--- src/rtl/core/bmpdec_pkg.sv ---
package bmpdec_pkg;

    localparam int DEFAULT_MAX_DIM = 4096;
    localparam int CHAN_W          = 8;
    localparam int COORD_W         = 12;
    localparam int HDR_W           = 32;

    // header byte positions
    localparam logic [HDR_W-1:0] POS_OFFSET_LO = 32'd10;
    localparam logic [HDR_W-1:0] POS_OFFSET_HI = 32'd13;
    localparam logic [HDR_W-1:0] POS_WIDTH_LO  = 32'd18;
    localparam logic [HDR_W-1:0] POS_WIDTH_HI  = 32'd21;
    localparam logic [HDR_W-1:0] POS_HEIGHT_LO = 32'd22;
    localparam logic [HDR_W-1:0] POS_HEIGHT_HI = 32'd25;
    localparam logic [HDR_W-1:0] POS_BPP_LO    = 32'd28;
    localparam logic [HDR_W-1:0] POS_BPP_HI    = 32'd29;
    localparam logic [HDR_W-1:0] MIN_OFFSET    = 32'd30;

    localparam logic [15:0] BPP_24 = 16'd24;
    localparam logic [15:0] BPP_32 = 16'd32;

    localparam logic [CHAN_W-1:0] ALPHA_OPAQUE = 8'hFF;

    typedef enum logic [4:0] {
        PH_HEADER = 5'b00001,
        PH_SKIP   = 5'b00010,
        PH_PIXEL  = 5'b00100,
        PH_PAD    = 5'b01000,
        PH_DONE   = 5'b10000
    } t_phase;

    typedef struct packed {
        logic [CHAN_W-1:0]  red;
        logic [CHAN_W-1:0]  green;
        logic [CHAN_W-1:0]  blue;
        logic [CHAN_W-1:0]  alpha;
        logic [COORD_W-1:0] pixel_column;
        logic [COORD_W-1:0] pixel_row;
        logic               last_pixel;
        logic               format_error;
    } t_result;

endpackage

--- src/rtl/core/bmpdec_parser.sv ---
module bmpdec_parser #(
    parameter int MAX_DIM = bmpdec_pkg::DEFAULT_MAX_DIM
) (
    input  logic                    i_clk,
    input  logic                    i_rst_n,
    input  logic                    i_en,
    input  logic [7:0]              i_byte_value,
    input  logic                    i_start_of_file,
    output logic                    o_res_valid,
    output bmpdec_pkg::t_result     o_res
);

    localparam int HDR_W = bmpdec_pkg::HDR_W;
    localparam int CNT_W = (MAX_DIM > 1) ? $clog2(MAX_DIM) : 1;
    localparam int DIM_W = ($clog2(MAX_DIM + 1) < 2) ? 2 : $clog2(MAX_DIM + 1);
    localparam int CW    = bmpdec_pkg::COORD_W;
    localparam logic [HDR_W-1:0] MAX_DIM_V = HDR_W'(MAX_DIM);
    localparam logic [HDR_W-1:0] POS_MAX   = '1;

    bmpdec_pkg::t_phase r_phase, n_phase, cur_phase;
    logic [HDR_W-1:0]   r_pos, n_pos, cur_pos;
    logic [HDR_W-1:0]   r_data_start, n_data_start;
    logic [HDR_W-1:0]   r_width, n_width;
    logic [HDR_W-1:0]   r_height, n_height;
    logic [31:0]        r_gather, n_gather;
    logic               r_is32, n_is32;
    logic [1:0]         r_bip, n_bip;
    logic [CNT_W-1:0]   r_col, n_col;
    logic [CNT_W-1:0]   r_row, n_row;
    logic [1:0]         r_pad, n_pad;

    logic [31:0]        pix_g;
    logic               pix_end;
    logic [DIM_W-1:0]   col_p1, row_p1, w_n, h_n;
    logic               pix_last;
    logic               do_pixel;
    logic [15:0]        bpp;
    logic               hdr_ok;
    logic [CNT_W+CW-1:0] col_ext, row_ext;
    logic [1:0]         lane;

    always_comb begin
        cur_phase = i_start_of_file ? bmpdec_pkg::PH_HEADER : r_phase;
        cur_pos   = i_start_of_file ? '0 : r_pos;

        // byte lane of the current pixel byte
        pix_g = r_gather;
        pix_g[8*r_bip +: 8] = i_byte_value;
        pix_end = r_is32 ? (r_bip == 2'd3) : (r_bip == 2'd2);
        w_n      = r_width[DIM_W-1:0];
        h_n      = r_height[DIM_W-1:0];
        col_p1   = DIM_W'(r_col) + DIM_W'(1);
        row_p1   = DIM_W'(r_row) + DIM_W'(1);
        pix_last = (col_p1 == w_n) && (row_p1 == h_n);
        col_ext  = {{CW{1'b0}}, r_col};
        row_ext  = {{CW{1'b0}}, r_row};

        bpp    = {i_byte_value, r_gather[7:0]};
        hdr_ok = (r_width >= HDR_W'(1)) && (r_width <= MAX_DIM_V)
              && (r_height >= HDR_W'(1)) && (r_height <= MAX_DIM_V)
              && (r_data_start >= bmpdec_pkg::MIN_OFFSET)
              && ((bpp == bmpdec_pkg::BPP_24) || (bpp == bmpdec_pkg::BPP_32));

        n_phase      = cur_phase;
        n_pos        = (cur_pos == POS_MAX) ? cur_pos : cur_pos + HDR_W'(1);
        n_data_start = r_data_start;
        n_width      = r_width;
        n_height     = r_height;
        n_gather     = r_gather;
        n_is32       = r_is32;
        n_bip        = r_bip;
        n_col        = r_col;
        n_row        = r_row;
        n_pad        = r_pad;
        o_res_valid  = 1'b0;
        o_res        = '0;
        do_pixel     = 1'b0;
        lane         = cur_pos[1:0] - 2'd2;

        unique case (cur_phase)
            bmpdec_pkg::PH_HEADER: begin
                // each field byte lands in its own lane, positions come in order
                if (cur_pos >= bmpdec_pkg::POS_OFFSET_LO && cur_pos <= bmpdec_pkg::POS_OFFSET_HI)
                    n_data_start[8*lane +: 8] = i_byte_value;
                else if (cur_pos >= bmpdec_pkg::POS_WIDTH_LO
                         && cur_pos <= bmpdec_pkg::POS_WIDTH_HI)
                    n_width[8*lane +: 8] = i_byte_value;
                else if (cur_pos >= bmpdec_pkg::POS_HEIGHT_LO
                         && cur_pos <= bmpdec_pkg::POS_HEIGHT_HI)
                    n_height[8*lane +: 8] = i_byte_value;
                else if (cur_pos == bmpdec_pkg::POS_BPP_LO)
                    n_gather[7:0] = i_byte_value;

                if (cur_pos == bmpdec_pkg::POS_BPP_HI) begin
                    if (!hdr_ok) begin
                        o_res_valid        = 1'b1;
                        o_res.format_error = 1'b1;
                        n_phase            = bmpdec_pkg::PH_DONE;
                    end else begin
                        n_is32  = (bpp == bmpdec_pkg::BPP_32);
                        n_bip   = 2'd0;
                        n_col   = '0;
                        n_row   = '0;
                        n_pad   = 2'd0;
                        n_phase = bmpdec_pkg::PH_SKIP;
                    end
                end
            end
            bmpdec_pkg::PH_SKIP: begin
                if (cur_pos >= r_data_start) begin
                    n_phase  = bmpdec_pkg::PH_PIXEL;
                    do_pixel = 1'b1;
                end
            end
            bmpdec_pkg::PH_PIXEL: begin
                do_pixel = 1'b1;
            end
            bmpdec_pkg::PH_PAD: begin
                n_pad = r_pad - 2'd1;
                if (n_pad == 2'd0)
                    n_phase = bmpdec_pkg::PH_PIXEL;
            end
            bmpdec_pkg::PH_DONE: begin
            end
            default: begin
            end
        endcase

        if (do_pixel) begin
            if (!pix_end) begin
                n_gather = pix_g;
                n_bip    = r_bip + 2'd1;
            end else begin
                o_res_valid = 1'b1;
                if (r_is32) begin
                    o_res.red   = pix_g[31:24];
                    o_res.green = pix_g[23:16];
                    o_res.blue  = pix_g[15:8];
                    o_res.alpha = pix_g[7:0];
                end else begin
                    o_res.red   = pix_g[23:16];
                    o_res.green = pix_g[15:8];
                    o_res.blue  = pix_g[7:0];
                    o_res.alpha = bmpdec_pkg::ALPHA_OPAQUE;
                end
                o_res.pixel_column = col_ext[CW-1:0];
                o_res.pixel_row    = row_ext[CW-1:0];
                o_res.last_pixel   = pix_last;
                n_bip = 2'd0;
                if (pix_last) begin
                    n_phase = bmpdec_pkg::PH_DONE;
                end else if (col_p1 == w_n) begin
                    n_col = '0;
                    n_row = row_p1[CNT_W-1:0];
                    // 24-bit rows pad by width mod 4, 32-bit rows never pad
                    n_pad   = r_is32 ? 2'd0 : w_n[1:0];
                    n_phase = (n_pad != 2'd0) ? bmpdec_pkg::PH_PAD : bmpdec_pkg::PH_PIXEL;
                end else begin
                    n_col = col_p1[CNT_W-1:0];
                end
            end
        end

        o_res_valid = o_res_valid & i_en;
    end

    always_ff @(posedge i_clk) begin
        if (!i_rst_n) begin
            r_phase <= bmpdec_pkg::PH_HEADER;
            r_pos   <= '0;
        end else if (i_en) begin
            r_phase <= n_phase;
            r_pos   <= n_pos;
        end
    end

    always_ff @(posedge i_clk) begin
        if (i_en) begin
            r_data_start <= n_data_start;
            r_width      <= n_width;
            r_height     <= n_height;
            r_gather     <= n_gather;
            r_is32       <= n_is32;
            r_bip        <= n_bip;
            r_col        <= n_col;
            r_row        <= n_row;
            r_pad        <= n_pad;
        end
    end

endmodule

--- src/rtl/core/bmp_stream_pixel_decoder_core.sv ---
// output: a pixel is registered into the output stage from the byte that completes it
// throughput: one file byte per cycle while o_stall is low; the byte path is a single registered pass
// at most one pixel per byte, so the two-entry output stage never throttles a ready sink
// reset: i_rst_n is synchronous, active low; the parse returns to the header and the
// output stage empties; the next byte counts as byte 0 of a file
module bmp_stream_pixel_decoder_core #(
    parameter int MAX_DIM = bmpdec_pkg::DEFAULT_MAX_DIM
) (
    input  logic        i_clk,
    input  logic        i_rst_n,
    // byte input channel
    input  logic        i_valid,
    output logic        o_stall,
    input  logic [7:0]  i_byte_value,
    input  logic        i_start_of_file,
    // pixel output channel
    output logic        o_valid,
    input  logic        i_stall,
    output logic [7:0]  o_red,
    output logic [7:0]  o_green,
    output logic [7:0]  o_blue,
    output logic [7:0]  o_alpha,
    output logic [11:0] o_pixel_column,
    output logic [11:0] o_pixel_row,
    output logic        o_last_pixel,
    output logic        o_format_error
);

    // input transaction taken this cycle
    logic                in_accept;
    // parser result, valid only for an accepted transaction
    logic                res_valid;
    bmpdec_pkg::t_result res;

    // output register plus skid entry
    logic                r_out_valid;
    bmpdec_pkg::t_result r_out;
    logic                r_skid_valid;
    bmpdec_pkg::t_result r_skid;
    logic                out_free;

    // stall only once the skid entry is occupied, so the input side never
    // waits on the sink combinationally
    assign o_stall   = r_skid_valid;
    assign in_accept = i_valid && !r_skid_valid;

    bmpdec_parser #(
        .MAX_DIM (MAX_DIM)
    ) u_parser (
        .i_clk           (i_clk),
        .i_rst_n         (i_rst_n),
        .i_en            (in_accept),
        .i_byte_value    (i_byte_value),
        .i_start_of_file (i_start_of_file),
        .o_res_valid     (res_valid),
        .o_res           (res)
    );

    // output register empties this edge, or is already empty
    assign out_free = !r_out_valid || !i_stall;

    always_ff @(posedge i_clk) begin
        if (!i_rst_n) begin
            r_out_valid  <= 1'b0;
            r_skid_valid <= 1'b0;
        end else if (out_free) begin
            // skid entry goes first; no new result can arrive while it is full
            if (r_skid_valid) begin
                r_out_valid  <= 1'b1;
                r_skid_valid <= 1'b0;
            end else begin
                r_out_valid <= res_valid;
            end
        end else if (res_valid) begin
            // sink is stalled, park the new result
            r_skid_valid <= 1'b1;
        end
    end

    // payload registers, no reset
    always_ff @(posedge i_clk) begin
        if (out_free) begin
            if (r_skid_valid)
                r_out <= r_skid;
            else if (res_valid)
                r_out <= res;
        end else if (res_valid) begin
            r_skid <= res;
        end
    end

    assign o_valid        = r_out_valid;
    assign o_red          = r_out.red;
    assign o_green        = r_out.green;
    assign o_blue         = r_out.blue;
    assign o_alpha        = r_out.alpha;
    assign o_pixel_column = r_out.pixel_column;
    assign o_pixel_row    = r_out.pixel_row;
    assign o_last_pixel   = r_out.last_pixel;
    assign o_format_error = r_out.format_error;

endmodule
--- config.mk ---
export PLATFORM = sky130hd
export DESIGN_NAME = bmp_stream_pixel_decoder_core
export DESIGN_NICKNAME = d
export VERILOG_FILES = /design/src/rtl/core/bmpdec_pkg.sv /design/src/rtl/core/bmpdec_parser.sv /design/src/rtl/core/bmp_stream_pixel_decoder_core.sv
export SDC_FILE = /design/constraint.sdc
export NUM_CORES = 1
export LEC_CHECK = 0
export BUFFER_PORTS_ARGS = -buffer_cell sky130_fd_sc_hd__buf_4
export CAP_MARGIN = 15
export CORE_ASPECT_RATIO = 1.75
export CORE_MARGIN = 5
export CORE_UTILIZATION = 28
export DETAILED_ROUTE_END_ITERATION = 6
export SETUP_SLACK_MARGIN = 0.05
export SYNTH_ARGS = -nofsm -noshare
export SYNTH_HDL_FRONTEND = slang
export SYNTH_SLANG_ARGS = --single-unit
--- constraint.sdc ---
create_clock -name i_clk -period 11.15 [get_ports i_clk]
set_clock_uncertainty 0.1 [all_clocks]
set_input_delay 1.115 -clock i_clk [delete_from_list [all_inputs] [get_ports i_clk]]
set_output_delay 1.115 -clock i_clk [all_outputs]
set_load 0.01 [all_outputs]
After elaboration in Yosys (flattened, before gate mapping)
Index checks and enable logic that the tools add are counted.
{"block": "classes", "addsub": 8, "multipliers": 0, "div": 0, "order_cmp": 12, "eq_ne": 13, "shifts": 4, "muxes": 65, "bitwise_logic": 6, "reduce_logical": 30}
{"cell": "$mux W12", "n": 14}
{"cell": "$bwmux W32", "n": 4}
{"cell": "$mux W58", "n": 2}
{"cell": "$mux W57", "n": 2}
{"cell": "$ge A32 B5 Y1 const B", "n": 3}
{"cell": "$mux W32", "n": 3}
{"cell": "$neg A5 Y34", "n": 2}
{"cell": "$shift A8 B34 Y32 const A", "n": 2}
{"cell": "$shiftx A8 B34 Y32", "n": 2}
{"cell": "$eq A32 B5 Y1 const B", "n": 2}
{"cell": "$ge A32 B1 Y1 const B", "n": 2}
{"cell": "$le A32 B13 Y1 const B", "n": 2}
{"cell": "$le A32 B5 Y1 const B", "n": 2}
{"cell": "$mux W8", "n": 7}
{"cell": "$mux W5", "n": 9}
{"cell": "$add A32 B1 Y32 const B", "n": 1}
{"cell": "$eq A32 B32 Y1 const B", "n": 1}
{"cell": "$ge A32 B32 Y1", "n": 1}
{"cell": "$ge A32 B4 Y1 const B", "n": 1}
{"cell": "$le A32 B4 Y1 const B", "n": 1}
{"cell": "$add A12 B1 Y13 const B", "n": 2}
{"cell": "$eq A13 B13 Y1", "n": 2}
{"cell": "$mux W2", "n": 12}
{"cell": "$eq A16 B5 Y1 const B", "n": 1}
{"cell": "26 further kinds", "n": 58}
{"block": "totals", "reg_bits": 312, "latchBits": 0, "ramBits": 0, "romBits": 0, "in_bits": 13, "output_inout_bits": 60, "word_cells": 168, "mem_count": 0}

Longest topological paths before layout
{"block": "depth", "depth_word": 14, "depth_mapped": 15, "mapped_depth_nobuf": 12}

Hierarchy
Synthesis repeated with hierarchy kept, for this count alone.
{"block": "unflattened", "cells_unflattened": 1461, "area_unflattened_um2": 16498.3}
{"module": "bmpdec_parser", "instances": 1, "cells_each": 1271, "area_per_inst_um2": 11925.2, "seq_area_each_um2": 5455.2}
{"module": "bmp_stream_pixel_decoder_core", "instances": 1, "cells_each": 190, "area_per_inst_um2": 4573.1, "seq_area_each_um2": 3523.4}

Least setup slack after synthesis
OpenSTA, ideal clock, no wires.
{"block": "synth_timing", "path_kind": "input to register", "from": "input i_start_of_file", "to": "register r_skid[0] (netlist bit), enable pin", "setup_time_ns": 0.560, "arrival_ns": 7.981, "t_required_ns": 10.490, "path_slack_ns": 2.508, "path_stages": 14, "cell_sequence": "buf_2 -> buf_2 -> clkbuf_1 -> clkbuf_1 -> nor2b_1 -> ha_1 -> nand4_1 -> nor4_1 -> nand4_1 -> a211oi_1 -> a311oi_1 -> clkbuf_1 -> buf_2 -> a211oi_1"}
{"block": "synth_via", "elab_chain_cells": 8}
{"element": "from (decl)", "line_no": "bmp_stream_pixel_decoder_core.sv:15", "rtl": "input logic i_start_of_file,"}
{"element": "parallel branches: the longest is 5 deep, another holds $ge A32 B32 Y1"}
{"element": "$mux W1 (*)", "line_no": "bmpdec_parser.sv:129", "rtl": "if (do_pixel) begin"}
{"element": "$and A1 B1 Y1 (*)", "line_no": "bmpdec_parser.sv:164", "rtl": "o_res_valid = o_res_valid & i_en;"}
{"element": "$reduce_and A2 Y1 (no source line) (*)"}
{"element": "to (signal assigned)", "line_no": "bmp_stream_pixel_decoder_core.sv:88", "rtl": "r_skid <= res;"}
{"element": "to (decl)", "line_no": "bmp_stream_pixel_decoder_core.sv:39", "rtl": "bmpdec_pkg::t_result r_skid;"}
Mark *: on every way between the ends.
A chain may end at the register's enable or synchronous reset.

Worst setup path after layout
{"block": "layout_timing", "from": "input i_start_of_file", "to": "register r_out, in the netlist o_red[0], enable pin"}
{"block": "layout_via", "elab_chain_cells": 9}
{"element": "parallel branches: the longest is 5 deep, another holds $ge A32 B32 Y1"}
{"element": "$mux W1 (*)", "line_no": "bmpdec_parser.sv:129"}
{"element": "$and A1 B1 Y1 (*)", "line_no": "bmpdec_parser.sv:164"}
{"element": "$reduce_bool A2 Y1 (no source line) (*)"}
{"element": "$reduce_and A2 Y1 (no source line) (*)"}
{"element": "to (signal assigned)", "line_no": "bmp_stream_pixel_decoder_core.sv:84", "rtl": "r_out <= r_skid;"}
{"element": "to (signal assigned)", "line_no": "bmp_stream_pixel_decoder_core.sv:86", "rtl": "r_out <= res;"}
{"element": "to (decl)", "line_no": "bmp_stream_pixel_decoder_core.sv:37", "rtl": "bmpdec_pkg::t_result r_out;"}
Marks and branches as above.

==> results.toml <==
[clock_tree]
cts_setup_buffers = 0
cts_num_sinks = 312
root_buffer = "clkbuf_16"
cts_made_buffers = 29
clockBufferDepth = 3
cts.clk_slew.worst_paths_ps = 60
cts_resized = 0
cts_tree = "built"
hold_buffers = 0
htree_levels = 1
clk_latency_ps = 570

[drt]
ant_nets = 0
top_layer = "met4"
via_count = 11690
wl_met2_microns = 23670
vias_per_cell = 4.979
met3RoutedLength_microns = 1685
wire_per_inst_microns = 18.44
first_pass_iters = 5
met1_length_microns = 15640
drc = 0
drt-total-wl_microns = 43270
drtIter0Drc = 949

[worst_setup_path]
crit_required_ps = 11270
crit_arrival_ps = 4970
end_kind = "flip-flop"
worstReg2RegStart = "u_parser.r_pos[2]"
worstSetupPathType = "input pin to flip-flop"
critPathLaunch = "i_start_of_file"
cp_max_fo = 66
setup.worst_path.start_class = "input pin"

[floorplan]
die_x_microns = 192.4
fp.dieArea_sq_um = 63360
core_sq_um = 57970
start_util_pct = 28.13
num_rows = 117
die_h_microns = 329.3
io-pin-count = 73

[global_route]
grt_usage_pct = 13.38
grt_pass1_wl_microns = 66840
first_global_vias = 11720
grt_max_degree = 69
overflow = 0
antenna_found_initial = 0

[logic_synthesis]
synthXorXnorAreaFrac_pct = 2.632
syn-cell-area_sq_um = 16310
synth_compound_area_share_pct = 10.23
syn_inst = 1520
synth_top_cell_by_area = "edfxtp_1"
synth_top_area_share_pct = 50.27
synthTopCellsByCount = "edfxtp_1, nand2_1, and2_1"
synth_cell_type_count = 90
async_flop_share_pct = 0
ys.flop_type = "edfxtp_1"
synth_top_family_by_area = "simple AND/OR/NAND/NOR gates"
avgSynthCellArea_sq_um = 10.73
ys_ff_latch = 312
ys_seq_area_share_pct = 55.06
synth_simple_gate_area_share_pct = 21.24
synth_edf_count = 273
synth.area.mux_share_pct = 3.161
synth_fa_ha_area_share_pct = 3.529
ys_top_cells_by_area = "edfxtp_1, dfxtp_1, nand2_1"
ys_warn_count = 0
synth_nets = 1579
synth_most_common_cell = "edfxtp_1"

[timing]
max_slew.worst_pin.slew_ps = 1047
relSlewSlack_pct = 29.97
hold_viol = 0
final-max-slew-violation-count = 0
fmax_mhz = 206.2
setup_viol_count_final = 0
tns_ps = 0
rsz0062_at_grt = "no"
timing.final.crit_share_pct = 43.49
layout_min_cycle_time_ps = 4849

[placement]
portBuffers = 72
dp_hpwl_microns = 31660
postPlaceCellArea_sq_um = 17580
place_congestion = 0.9276

[run_status]
status = "completed"

[cells_and_area]
layout-drive-gt1-share_pct = 12.07
area_growth_pct = 14.16
design_area_sq_um = 18620
antenna_cells = 0
nNetsFinal = 1610

[min_path]
hold_path.class = "flip-flop to flip-flop"
holdCritStartpoint = "r_skid[50]"

[job]
cap_violations = 0

[power]
power_density_nw_per_um2 = 130.4
p_leak_nw = 6.268
power_mw = 2.428
irDropWorstVdd_mv = 0.09538
## cell type report
cell class	count	area [sq um]
clock buffers	37	815.8
clock inverters	17	217.7
fillers	5935	39350
inverters	81	304.0
multi-input cells	1044	6706
flip-flops and latches	312	8982
well taps	773	967.2
repair buffers	83	623.1
## worst max-delay path: stages
cell	delay (ps)
buf_4	390
inv_1	180
nand2_1	270
ha_1	280
nand2b_1	140
a2111o_1	410
a32oi_1	240
a211oi_1	180
a311oi_4	220
buf_4	580
nand2_1	100
a21oi_1	340
a21oi_4	30
buf_4	360
## flip-flops by register name, summed over array words and instances, names as in the netlist, 12 cells and up
signal and cells:
o_pixel_row 12, u_parser.r_width 32, u_parser.r_col 12, u_parser.r_row 12
u_parser.r_height 32, u_parser.r_data_start 32, o_pixel_column 12, r_skid 58
u_parser.r_gather 32, u_parser.r_pos 32
## final timing paths
path                    end  slack [ps]  cells past startpoint
setup / recovery   o_red[0]        6300                     14
hold / removal     o_red[0]         440                      2
setup reg to reg  r_skid[6]        6910                     10
hold reg to reg    o_red[0]         440                      2
## per-stage QoR
stage          hold WS, ps  std cells  util, %  setup slack [ps]
2_1_floorplan        388.3       1520        -              2508
3_3_place_gp         402.1       2293    30.33              5746
3_5_place_dp         417.2       2293    30.33              5723
4_1_cts              443.1       2347    32.11              6322
5_1_grt              459.1       2347    32.11              5903
6_report             440.7       2347    32.11              6301
## report_power, final
part / total (mW) / switching (mW) / leakage (nW) / internal [mW]
clock network: 1.07 / 0.451 / 0.491 / 0.614
logic: 0.0828 / 0.0555 / 3.26 / 0.0273
registers: 1.28 / 0.0137 / 2.52 / 1.27
## placed cells by master (no fill, tap or decap), drive strengths merged, types with 5 or more instances in the layout
master    count
a21o         11
a21oi        83
a31o          8
a31oi        10
and2         94
and3         17
and4         10
buf          83
clkbuf       37
clkinv        7
clkinvlp      5
dfxtp        39
edfxtp      273
ha           46
inv          82
mux2         28
mux2i        20
nand2       156
nand2b       11
nand3        41
nand4        46
nor2         88
nor2b        59
nor3         26
nor3b         9
nor4         48
o21ai        66
o31ai        29
or2           7
or3           8
xnor2        35
xor2         14
## logic make-up (layout without fill, tap and decap cells)
kind of cell	count (synthesis)	count (layout)
compound gates	259	259
mux	48	48
buf+inv	164	218
fa+ha+maj	46	46
simple gates	642	642
xor+xnor	49	49
flops	312	312
## layer usage
layer  up-vias  global-route usage [%]
li1       5620                       -
met1      5664                   14.12
met2       298                   25.83
met3       103                   1.569
met4         0                   6.376
met5         -                       0
Note: power is estimated with default switching activity, not from simulation.
